--- config.mk ---
export PLATFORM = sky130hd
export DESIGN_NAME = stream_min_max_mean_stddev_unit
export DESIGN_NICKNAME = d
export VERILOG_FILES = /design/src/design/smm_pkg.sv /design/src/design/smm_addsub.sv /design/src/design/smm_post.sv /design/src/design/stream_min_max_mean_stddev_unit.sv
export SDC_FILE = /design/constraint.sdc
export NUM_CORES = 2
export LEC_CHECK = 0
export BUFFER_PORTS_ARGS = -buffer_cell sky130_fd_sc_hd__buf_2
export CAP_MARGIN = 20
export CORE_MARGIN = 2
export CORE_UTILIZATION = 35
export CTS_CLUSTER_DIAMETER = 200
export CTS_CLUSTER_SIZE = 25
export DETAILED_ROUTE_END_ITERATION = 10
export SETUP_SLACK_MARGIN = 0.2
export SYNTH_ARGS = -nofsm -noshare
export SYNTH_HDL_FRONTEND = slang
export SYNTH_HIERARCHICAL = 1
export SYNTH_SLANG_ARGS = --single-unit
export TNS_END_PERCENT = 10
--- constraint.sdc ---
create_clock -name clk -period 11 [get_ports clk]
set_clock_uncertainty 0.1 [all_clocks]
set_input_delay 2.2 -clock clk [delete_from_list [all_inputs] [get_ports clk]]
set_output_delay 2.2 -clock clk [all_outputs]
set_load 0.02 [all_outputs]
--- src/design/smm_pkg.sv ---
// shared types, widths and sequencer states for the frame statistics unit
`timescale 1ns / 1ps
`default_nettype none

package smm_pkg;

  localparam int SAMPLE_W      = 16;
  localparam int COUNT_W       = 17;
  localparam int SQUARE_W      = 2 * SAMPLE_W - 1;
  localparam int SUM_W         = 33;
  localparam int SQSUM_W       = 47;
  localparam int WIDE_W        = 64;
  localparam int SMAG_W        = 32;
  localparam int RAD_W         = 32;
  localparam int ROOT_W        = 16;
  localparam int REM_W         = 20;
  localparam int STEP_W        = 7;
  localparam int MAX_FRAME_LEN = 65536;

  localparam logic [COUNT_W-1:0] COUNT_LAST = COUNT_W'(MAX_FRAME_LEN - 1);

  // iteration counts of the sequencer phases
  localparam int MEAN_STEPS  = SMAG_W;
  localparam int MUL_Q_STEPS = COUNT_W;
  localparam int MUL_S_STEPS = SMAG_W;
  localparam int DIV_STEPS   = WIDE_W;
  localparam int SQRT_STEPS  = ROOT_W;

  typedef enum logic [3:0] {
    ST_IDLE,
    ST_ABS,
    ST_MEAN,
    ST_MEAN_FIX,
    ST_MUL_Q,
    ST_MUL_S,
    ST_DIV1,
    ST_DIV2,
    ST_SQRT,
    ST_DONE
  } smm_state_t;

  typedef struct packed {
    logic [WIDE_W-1:0] a;
    logic [WIDE_W-1:0] b;
    logic              sub;
  } smm_alu_req_t;

  typedef struct packed {
    logic [WIDE_W-1:0] sum;
    logic              carry;
  } smm_alu_rsp_t;

  typedef struct packed {
    logic [COUNT_W-1:0]  cnt;
    logic [SAMPLE_W-1:0] min_val;
    logic [SAMPLE_W-1:0] max_val;
    logic [SUM_W-1:0]    sum;
    logic [SQSUM_W-1:0]  sqsum;
  } smm_frame_t;

  typedef struct packed {
    logic [COUNT_W-1:0]  cnt;
    logic [SAMPLE_W-1:0] min_val;
    logic [SAMPLE_W-1:0] max_val;
    logic [SAMPLE_W-1:0] mean_val;
    logic [ROOT_W-1:0]   std_val;
  } smm_result_t;

  typedef struct packed {
    logic busy;
    logic done;
  } smm_status_t;

endpackage

`default_nettype wire

--- src/design/smm_addsub.sv ---
// shared 64-bit adder / subtractor with carry out (carry set on subtract means a >= b)
`timescale 1ns / 1ps
`default_nettype none

module smm_addsub
  import smm_pkg::*;
(
  input  smm_alu_req_t req,
  output smm_alu_rsp_t rsp
);

  logic [WIDE_W:0] total;

  assign total = {1'b0, req.a} + {1'b0, req.b ^ {WIDE_W{req.sub}}} + (WIDE_W + 1)'(req.sub);

  assign rsp.sum   = total[WIDE_W-1:0];
  assign rsp.carry = total[WIDE_W];

endmodule

`default_nettype wire

--- src/design/smm_post.sv ---
// end-of-frame sequencer: mean, variance and square root on the shared adder
`timescale 1ns / 1ps
`default_nettype none

module smm_post
  import smm_pkg::*;
(
  input  logic        clk,
  input  logic        rst,
  input  logic        start,
  input  smm_frame_t  frame,
  input  logic        take,
  output smm_status_t status,
  output smm_result_t result
);

  smm_state_t state;
  smm_state_t state_next;

  logic [COUNT_W-1:0]  n_reg;
  logic [SAMPLE_W-1:0] min_reg;
  logic [SAMPLE_W-1:0] max_reg;
  logic [SUM_W-1:0]    sum_reg;
  logic [SQSUM_W-1:0]  sqsum_reg;
  logic [SMAG_W-1:0]   smag;
  logic [SAMPLE_W-1:0] mean;
  logic [WIDE_W-1:0]   acc;
  logic [WIDE_W-1:0]   opnd;
  logic [SMAG_W-1:0]   mbits;
  logic [REM_W-1:0]    rem;
  logic [ROOT_W-1:0]   root;
  logic [STEP_W-1:0]   step;

  logic                last_step;
  logic [COUNT_W:0]    rs_div;
  logic [REM_W-1:0]    rs_sq;
  smm_alu_req_t        alu_req;
  smm_alu_rsp_t        alu_rsp;

  smm_addsub u_addsub (
    .req (alu_req),
    .rsp (alu_rsp)
  );

  assign last_step = (step == '0);
  // restoring divide: next dividend bit into the partial remainder
  assign rs_div = {rem[COUNT_W-1:0], acc[WIDE_W-1]};
  // digit-by-digit root: two radicand bits a step
  assign rs_sq  = {rem[REM_W-3:0], acc[RAD_W-1 -: 2]};

  // next state
  always_comb begin
    state_next = state;
    unique case (state)
      ST_IDLE:     if (start) state_next = ST_ABS;
      ST_ABS:      state_next = ST_MEAN;
      ST_MEAN:     if (last_step) state_next = ST_MEAN_FIX;
      ST_MEAN_FIX: state_next = ST_MUL_Q;
      ST_MUL_Q:    if (last_step) state_next = ST_MUL_S;
      ST_MUL_S:    if (last_step) state_next = ST_DIV1;
      ST_DIV1:     if (last_step) state_next = ST_DIV2;
      ST_DIV2:     if (last_step) state_next = ST_SQRT;
      ST_SQRT:     if (last_step) state_next = ST_DONE;
      ST_DONE:     if (take) state_next = ST_IDLE;
      default:     state_next = ST_IDLE;
    endcase
  end

  // shared unit operands
  always_comb begin
    alu_req = '0;
    unique case (state)
      ST_ABS: begin
        alu_req.b   = {{(WIDE_W - SUM_W){sum_reg[SUM_W-1]}}, sum_reg};
        alu_req.sub = sum_reg[SUM_W-1];
      end
      ST_MEAN, ST_DIV1, ST_DIV2: begin
        alu_req.a   = WIDE_W'(rs_div);
        alu_req.b   = WIDE_W'(n_reg);
        alu_req.sub = 1'b1;
      end
      ST_MEAN_FIX: begin
        alu_req.b   = WIDE_W'(acc[SMAG_W-1:0]);
        alu_req.sub = sum_reg[SUM_W-1];
      end
      ST_MUL_Q: begin
        alu_req.a   = acc;
        alu_req.b   = opnd;
      end
      ST_MUL_S: begin
        alu_req.a   = acc;
        alu_req.b   = opnd;
        alu_req.sub = 1'b1;
      end
      ST_SQRT: begin
        alu_req.a   = WIDE_W'(rs_sq);
        alu_req.b   = WIDE_W'({root, 2'b01});
        alu_req.sub = 1'b1;
      end
      ST_IDLE, ST_DONE: alu_req = '0;
      default: alu_req = '0;
    endcase
  end

  always_ff @(posedge clk) begin
    if (rst) begin
      state <= ST_IDLE;
    end else begin
      state <= state_next;
    end
  end

  always_ff @(posedge clk) begin
    if (rst) begin
      step <= '0;
    end else if (state != ST_IDLE && state != ST_DONE && state != ST_ABS
                 && state != ST_MEAN_FIX) begin
      if (!last_step) begin
        step <= step - STEP_W'(1);
      end else begin
        priority case (state)
          ST_MUL_Q: step <= STEP_W'(MUL_S_STEPS - 1);
          ST_MUL_S: step <= STEP_W'(DIV_STEPS - 1);
          ST_DIV1:  step <= STEP_W'(DIV_STEPS - 1);
          ST_DIV2:  step <= STEP_W'(SQRT_STEPS - 1);
          default:  step <= '0;
        endcase
      end
    end else if (state == ST_ABS) begin
      step <= STEP_W'(MEAN_STEPS - 1);
    end else if (state == ST_MEAN_FIX) begin
      step <= STEP_W'(MUL_Q_STEPS - 1);
    end
  end

  // datapath registers
  always_ff @(posedge clk) begin
    unique case (state)
      ST_IDLE: begin
        if (start) begin
          n_reg     <= frame.cnt;
          min_reg   <= frame.min_val;
          max_reg   <= frame.max_val;
          sum_reg   <= frame.sum;
          sqsum_reg <= frame.sqsum;
        end
      end
      ST_ABS: begin
        smag <= alu_rsp.sum[SMAG_W-1:0];
        acc  <= {alu_rsp.sum[SMAG_W-1:0], {(WIDE_W - SMAG_W){1'b0}}};
        rem  <= '0;
      end
      ST_MEAN, ST_DIV1, ST_DIV2: begin
        acc <= {acc[WIDE_W-2:0], alu_rsp.carry};
        if (last_step) begin
          rem  <= '0;
          root <= '0;
        end else begin
          rem <= alu_rsp.carry ? alu_rsp.sum[REM_W-1:0] : REM_W'(rs_div);
        end
      end
      ST_MEAN_FIX: begin
        mean  <= alu_rsp.sum[SAMPLE_W-1:0];
        acc   <= '0;
        opnd  <= WIDE_W'(sqsum_reg);
        mbits <= SMAG_W'(n_reg);
      end
      ST_MUL_Q, ST_MUL_S: begin
        if (mbits[0]) acc <= alu_rsp.sum;
        if (last_step && state == ST_MUL_Q) begin
          opnd  <= WIDE_W'(smag);
          mbits <= smag;
        end else begin
          opnd  <= {opnd[WIDE_W-2:0], 1'b0};
          mbits <= {1'b0, mbits[SMAG_W-1:1]};
        end
        if (last_step && state == ST_MUL_S) begin
          rem <= '0;
        end
      end
      ST_SQRT: begin
        acc  <= {acc[WIDE_W-3:0], 2'b00};
        rem  <= alu_rsp.carry ? alu_rsp.sum[REM_W-1:0] : rs_sq;
        root <= {root[ROOT_W-2:0], alu_rsp.carry};
      end
      ST_DONE: begin
      end
      default: begin
      end
    endcase
  end

  assign status.busy = (state != ST_IDLE);
  assign status.done = (state == ST_DONE);

  assign result.cnt      = n_reg;
  assign result.min_val  = min_reg;
  assign result.max_val  = max_reg;
  assign result.mean_val = mean;
  assign result.std_val  = root;

endmodule

`default_nettype wire

--- src/design/stream_min_max_mean_stddev_unit.sv ---
// top level of the streaming frame statistics unit (min, max, mean, std deviation)
//
// input channel: sample (signed Q2.13) and frame_end move on a sample_valid / sample_stall
// beat. output channel: one beat per frame with sample_count, min_value, max_value,
// mean_value and std_value on result_valid / result_stall.
// samples that do not close a frame are taken one per cycle; a registered squarer feeds
// the accumulators in the next cycle. a frame closes on frame_end or on the sample
// that brings the count to 65536.
// the closing sample starts the end-of-frame sequencer, which runs the mean divide, the
// n*sumsq - sum^2 shift-add products, two divides by n and the square root, all on one
// shared 64-bit adder. sample_stall stays high while it runs, through the 64-step divides
// and the other passes of that adder, until its result is taken into the output register.
// the finished result waits in an output register; the next frame may stream in while
// the receiver holds result_stall, and the sequencer holds its answer until that
// register frees up.
// rst (synchronous) empties the pipeline, clears the accumulators and drops result_valid.
`timescale 1ns / 1ps
`default_nettype none

module stream_min_max_mean_stddev_unit
  import smm_pkg::*;
(
  input  logic                clk,
  input  logic                rst,
  input  logic                sample_valid,
  output logic                sample_stall,
  input  logic [SAMPLE_W-1:0] sample,
  input  logic                frame_end,
  output logic                result_valid,
  input  logic                result_stall,
  output logic [COUNT_W-1:0]  sample_count,
  output logic [SAMPLE_W-1:0] min_value,
  output logic [SAMPLE_W-1:0] max_value,
  output logic [SAMPLE_W-1:0] mean_value,
  output logic [ROOT_W-1:0]   std_value
);

  // squaring stage
  logic                s1_valid;
  logic [SAMPLE_W-1:0] s1_sample;
  logic [SQUARE_W-1:0] s1_square;
  logic                s1_frame_end;

  // running accumulators
  logic [COUNT_W-1:0]  count_so_far;
  logic [SAMPLE_W-1:0] running_min;
  logic [SAMPLE_W-1:0] running_max;
  logic [SUM_W-1:0]    running_sum;
  logic [SQSUM_W-1:0]  running_square_sum;

  logic                accept;
  logic                frame_done;
  logic [2*SAMPLE_W-1:0] product;
  smm_frame_t          frame_upd;
  smm_status_t         post_status;
  smm_result_t         post_result;
  smm_result_t         res_reg;
  logic                load_out;

  assign accept  = sample_valid && !sample_stall;
  assign product = $signed(sample) * $signed(sample);

  // closing sample sits in the squaring stage
  assign frame_done   = s1_valid && (s1_frame_end || count_so_far == COUNT_LAST);
  assign sample_stall = post_status.busy || frame_done;

  always_ff @(posedge clk) begin
    if (rst) begin
      s1_valid <= 1'b0;
    end else begin
      s1_valid <= accept;
    end
  end

  always_ff @(posedge clk) begin
    if (accept) begin
      s1_sample    <= sample;
      s1_square    <= product[SQUARE_W-1:0];
      s1_frame_end <= frame_end;
    end
  end

  // accumulator update; first sample of a frame seeds min and max
  always_comb begin
    frame_upd.cnt = count_so_far + COUNT_W'(1);
    if (count_so_far == '0 || $signed(s1_sample) < $signed(running_min)) begin
      frame_upd.min_val = s1_sample;
    end else begin
      frame_upd.min_val = running_min;
    end
    if (count_so_far == '0 || $signed(s1_sample) > $signed(running_max)) begin
      frame_upd.max_val = s1_sample;
    end else begin
      frame_upd.max_val = running_max;
    end
    frame_upd.sum   = running_sum + {{(SUM_W - SAMPLE_W){s1_sample[SAMPLE_W-1]}}, s1_sample};
    frame_upd.sqsum = running_square_sum + SQSUM_W'(s1_square);
  end

  always_ff @(posedge clk) begin
    if (rst || frame_done) begin
      count_so_far       <= '0;
      running_min        <= '0;
      running_max        <= '0;
      running_sum        <= '0;
      running_square_sum <= '0;
    end else if (s1_valid) begin
      count_so_far       <= frame_upd.cnt;
      running_min        <= frame_upd.min_val;
      running_max        <= frame_upd.max_val;
      running_sum        <= frame_upd.sum;
      running_square_sum <= frame_upd.sqsum;
    end
  end

  smm_post u_post (
    .clk    (clk),
    .rst    (rst),
    .start  (frame_done),
    .frame  (frame_upd),
    .take   (load_out),
    .status (post_status),
    .result (post_result)
  );

  // output register
  assign load_out = post_status.done && (!result_valid || !result_stall);

  always_ff @(posedge clk) begin
    if (rst) begin
      result_valid <= 1'b0;
    end else if (load_out) begin
      result_valid <= 1'b1;
    end else if (!result_stall) begin
      result_valid <= 1'b0;
    end
  end

  always_ff @(posedge clk) begin
    if (load_out) begin
      res_reg <= post_result;
    end
  end

  assign sample_count = res_reg.cnt;
  assign min_value    = res_reg.min_val;
  assign max_value    = res_reg.max_val;
  assign mean_value   = res_reg.mean_val;
  assign std_value    = res_reg.std_val;

  // a new result beat only comes from a finished sequencer run
  assert property (@(posedge clk) disable iff (rst)
    $rose(result_valid) |-> $past(post_status.done))
    else $error("result beat without finished sequencer");

  // squaring stage stays empty while the sequencer runs
  assert property (@(posedge clk) disable iff (rst)
    post_status.busy |-> !s1_valid)
    else $error("sample in flight during end-of-frame sequence");

  // a reported frame is ordered: min <= mean <= max, count nonzero
  assert property (@(posedge clk) disable iff (rst)
    result_valid |-> ($signed(min_value) <= $signed(mean_value))
                  && ($signed(mean_value) <= $signed(max_value)))
    else $error("mean outside min / max range");

  assert property (@(posedge clk) disable iff (rst)
    result_valid |-> sample_count != '0)
    else $error("empty frame reported");

endmodule

`default_nettype wire
# Yosys cells after proc, flatten, opt, wreduce, memory -nomap -nowiden
# Cells that the tools add are included.
[totals] regBits=642 inputBits=21 output_inout_bits=83 word_cells=134
[classes] n_addsub=6 multipliers=1 order_cmp=2 n_eq_ne=25 n_mux=34 n_bitwise=1 reduce_logical=36
[op_table] cell="one-hot mux 64 bit (5 select lines)" n=2
[op_table] cell="one-hot mux 64 bit (3 select lines)" n=1
[op_table] cell="2-to-1 mux 64 bit" n=2
[op_table] cell="one-hot mux 64 bit (2 select lines)" n=1
[op_table] cell="2-to-1 mux 18 bit" n=4
[op_table] cell="one-hot mux 18 bit (4 select lines)" n=1
[op_table] cell="adder 64 x 64 -> 65 bit" n=1
[op_table] cell="adder 65 x 1 -> 65 bit" n=1
[op_table] cell="one-hot mux 32 bit (2 select lines)" n=1
[op_table] cell="bitwise XOR 64 bit" n=1
[op_table] cell="2-to-1 mux 16 bit" n=3
[op_table] cell="adder 47 x 31 -> 47 bit" n=1
[op_table] cell="one-hot mux 4 bit (10 select lines)" n=1
[op_table] cell="adder 33 bit" n=1
[op_table] cell="2-to-1 mux 32 bit" n=1
[op_table] cell="2-to-1 mux 4 bit" n=8
[op_table] cell="one-hot mux 16 bit (2 select lines)" n=1
[op_table] cell="multiplier 16 x 16 -> 31 bit" n=1
[op_table] cell="2-to-1 mux 7 bit" n=4
[op_table] cell="inequality test 2 x 1 -> 1 bit (second input constant)" n=11
[op_table] cell="one-hot mux 6 bit (3 select lines)" n=1
[op_table] cell="adder 17 x 1 -> 17 bit (second input constant)" n=1
[op_table] cell="equality test 17 x 16 -> 1 bit (second input constant)" n=1
[op_table] cell="logical NOT 17 bit" n=1
[op_table] cell="27 further kinds" n=54

# Logic depth before layout (Yosys ltp)
[depth] word_depth=9 ltp_mapped=24 mapped_depth_nobuf=23

# Modules after synthesis
# Netlist, hierarchy kept.
[by_module_without_submodules] module="stream_min_max_mean_stddev_unit" n_inst=1 cells_each=2326 area_per_inst_um2=22146.2 seq_area_each_um2=6436.2
[by_module_without_submodules] module="smm_post" n_inst=1 cells_each=1358 area_per_inst_um2=16520.8 seq_area_each_um2=11360.9
[by_module_without_submodules] module="smm_addsub" n_inst=1 cells_each=638 area_per_inst_um2=4595.7 seq_area_each_um2=0.0

# Worst setup path before layout
# Ideal clock, no wire load.
[synth_timing] kind="input -> register" start="in result_stall" end="reg u_post.state[0]" setup_ps=142 arrival_time_ps=9222 t_required_ps=10758 path_slack_ps=1536 stages=3 path_buffers=0 path_cell_list="a21boi_0 > o221a_2 > a2111oi_0"
[synth_via] elab_chain_cells=5
[synth_lines] element="from (decl)" line="stream_min_max_mean_stddev_unit.sv:30" source="input logic result_stall,"
[synth_lines] element="logical NOT 1 bit"
[synth_lines] element="logical OR 1 bit" line="stream_min_max_mean_stddev_unit.sv:127" source="assign load_out = post_status.done && (!result_valid || !result_stall);"
[synth_lines] element="logical AND 1 bit" line="stream_min_max_mean_stddev_unit.sv:127"
[synth_lines] element="inequality test 2 x 1 -> 1 bit (no line)"
[synth_lines] element="AND reduction 8 bit (no line)"
[synth_lines] element="to (signal assigned)" line="smm_post.sv:109" source="state <= state_next;"
[synth_lines] element="to (decl)" line="smm_post.sv:17" source="smm_state_t state;"
# No other way between the ends.
# A chain may end at the register's enable or synchronous reset.

# Worst setup path after layout
[layout_timing] start="in sample[15]" end="reg s1_square[30], data pin"
[layout_via] elab_chain_cells=1
[layout_lines] element="from (decl)" line="stream_min_max_mean_stddev_unit.sv:27" source="input logic [SAMPLE_W-1:0] sample,"
[layout_lines] element="multiplier 16 x 16 -> 31 bit" line="stream_min_max_mean_stddev_unit.sv:61" source="assign product = $signed(sample) * $signed(sample);"
[layout_lines] element="named net product[30]" line="stream_min_max_mean_stddev_unit.sv:53" source="logic [2*SAMPLE_W-1:0] product;"
[layout_lines] element="to (signal assigned)" line="stream_min_max_mean_stddev_unit.sv:78" source="s1_square <= product[SQUARE_W-1:0];"
[layout_lines] element="to (decl)" line="stream_min_max_mean_stddev_unit.sv:41" source="logic [SQUARE_W-1:0] s1_square;"
# The timed path passes the listed nets, and every way through them passes these cells.

==> summary.txt <==
Die W: 356 um
Rows: 128
Share of layout cells above drive strength 1: 0.0564
RSZ-0062 raised after global routing: no
Max-Cap Viols: 0
Final core utilization: 0.378
CP Launch Type: input port
FMAX: 124 MHz
CTS-repair resized insts: 0
Setup violations, final: 0
Prevailing post-synth register cell: edfxtp_1
Top Registers: u_post/acc: 64 flops, u_post/opnd: 64 flops
Mapped Area: 43,300 um^2
Post-layout minimum cycle time: 8.05 ns
Critical Path RT: 11.29 ns
CTS Hold Bufs: 0
Total power divided by cell area: 315 nW/um^2
Post-synth cell types: 96
First-pass GRT wire length: 173,000 um
Avg WL per Cell: 18.3 um
I/O Buffers: 103
Overall power: 0.0145 W
DRC: 0
Largest net degree at the start of global routing: 139
Worst-skew pair later-pin latency: 0.65 ns
WL final: 108,000 um
Yosys reg bits: 640
Setup Crit Path Kind: in2reg
Post-synth ARST share: 0
Post-synth top cells: 612 x nand2_1, 498 x edfxtp_1, 429 x inv_1
CP max FO: 18
Fin. Hold Viols: 0
Num CTS Buffers: 29
Non-filler cells, final: 5,933
Max clock buf depth: 3
Total core area: 122,000 um^2
Mapped Cells: 4,322
Period utilisation layout: 0.731
Reg clk slew, reported paths: 0.11 ns
Initial Util: 0.354
Post-route ant nets: 0
DR iter-0 viols: 2,852
# Post-CTS Setup Buffers: 0
CTS tree: yes
Fillers: 12,100
Count leader, synth: nand2_1
Final Wtd Congestion: 0.886
Crit path to: s1_square[30]$_DFFE_PP_
RR Endpoint: u_post/rem[3]$_DFFE_PP_
Vias: 31,100
Fin. max-slew vios: 0
Worst EP arrival: 8.33 ns
Gr usage total: 0.168
Layout area overhead: 6.63%
Crit end category: flip-flop
Post-synth EDFFs: 498
Grt total ovfl: 0
Synth area leaders: edfxtp_1 35%, fa_1 11%, ha_1 7.4%, dfxtp_1 6.6%, nand2_1 5.3%
Vias in the first global route: 30,400
Yosys top cell by area: edfxtp_1
YS warnings: 6
Reg-to-reg startpoint: u_post/state[1]$_SDFFE_PP0P_
R2R cell count: 19
Static leakage: 19.4 nW
Run status: complete, no violations
Vias/cell: 5.24
Ant. Diodes: 0
Chip height: 356 um
Post-synth top area share: 0.346
DRT Pass-1 Iters: 6
Crit path launch: sample[15]
DP HPWL: 80,000 um
Cells after DPL: 5,878
R2R Setup Slk: 4.15 ns
DIE AREA: 126,000 um^2
Hold crit path type: reg2reg
Max VDD drop: 0.233 mV
Initial antenna violation count: 0
Final #Nets: 4,793
Rel. slew slack: 0.277
CTS root buffer: clkbuf_16
Slew @ Worst Pin: 1.08 ns
Register area share after synthesis: 0.411
Setup TNS: 0 ns
CTS H-tree lvls: 1
Clock Sinks: 640
IO Pins: 104
Mean Syn Cell Area: 10.0 um^2
Synth Net Count: 4,829
[per-layer routing]
metal / vias up / wire length [um] / track usage
met5: - / 0 / 0
met4: 0 / 2230 / 0.0347
met3: 97 / 5950 / 0.0172
met2: 840 / 47800 / 0.262
met1: 15200 / 52500 / 0.253
li1: 14900 / - / -
[worst max-delay path, stage by stage]
cell	delay [ns]
buf_2	0.23
inv_1	0.44
nor2_1	0.18
fa_1	0.71
inv_1	0.11
fa_1	0.74
inv_1	0.16
fa_1	0.48
fa_1	0.50
fa_1	0.49
inv_1	0.05
fa_1	0.47
inv_1	0.04
ha_1	0.36
a21o_1	0.19
a21oi_1	0.19
nand2_1	0.07
o221ai_1	0.29
o21ai_0	0.15
a21oi_1	0.18
xnor2_1	0.08
[power breakdown]
group	switching, W	internal (W)
clock network	0.000771	0.000506
logic	0.00558	0.00345
registers	0.000433	0.00381
total	0.00678	0.00776
[stage by stage]
stage / setup slack (ns) / hold WS (ns) / cell area, um^2
global route: 2.61 / 0.333 / 46100
detailed placement: 2.24 / 0.305 / 45300
CTS: 2.94 / 0.323 / 46100
finish: 2.95 / 0.321 / 46100
global placement: 2.30 / 0.302 / 45300
floorplan: 1.54 / 0.300 / 43300
[placed cells by master (no fill, tap or decap), types with 79 or more instances in the layout]
master,count
a21oi_1,219
and2_1,93
xor2_1,167
xnor2_1,122
fa_1,231
a22oi_1,103
o21ai_0,145
nand2_1,612
ha_1,255
dfxtp_1,141
nor2_1,292
buf_2,103
a31oi_1,79
inv_1,429
edfxtp_1,498
[worst min path at each step]
stage / from / endpoint / slack [ns] / cells after the start
CTS: u_post/mean[5]$_DFFE_PP_ / mean_value[5]$_DFFE_PP_ / 0.32 / 0
floorplan: u_post/max_reg[0]$_DFFE_PP_ / max_value[0]$_DFFE_PP_ / 0.30 / 0
finish: u_post/mean[5]$_DFFE_PP_ / mean_value[5]$_DFFE_PP_ / 0.32 / 0
global placement: u_post/mean[12]$_DFFE_PP_ / mean_value[12]$_DFFE_PP_ / 0.30 / 0
detailed placement: u_post/mean[11]$_DFFE_PP_ / mean_value[11]$_DFFE_PP_ / 0.30 / 0
global route: u_post/mean[5]$_DFFE_PP_ / mean_value[5]$_DFFE_PP_ / 0.33 / 0
[final cells by class]
class	count	area, um^2	area share
multi-input cells	3044	23000	0.499
flip-flops and latches	640	17800	0.386
well taps	1625	2030	0.0441
inverters	430	1610	0.0350
repair buffers	141	833	0.0181
clock buffers	52	812	0.0176
clock inverters	1	11.3	0.000244
[logic make-up after synthesis]
kind of cell / share of synthesized area
AOI/OAI and AO/OA: 0.139
xor gates and xnor gates: 0.0585
adders and majority gates: 0.181
buffers and inverters: 0.0591
DFF: 0.411
muxes: 0.0143
and+or+nand+nor: 0.137
(Power assumes the default switching activity.)
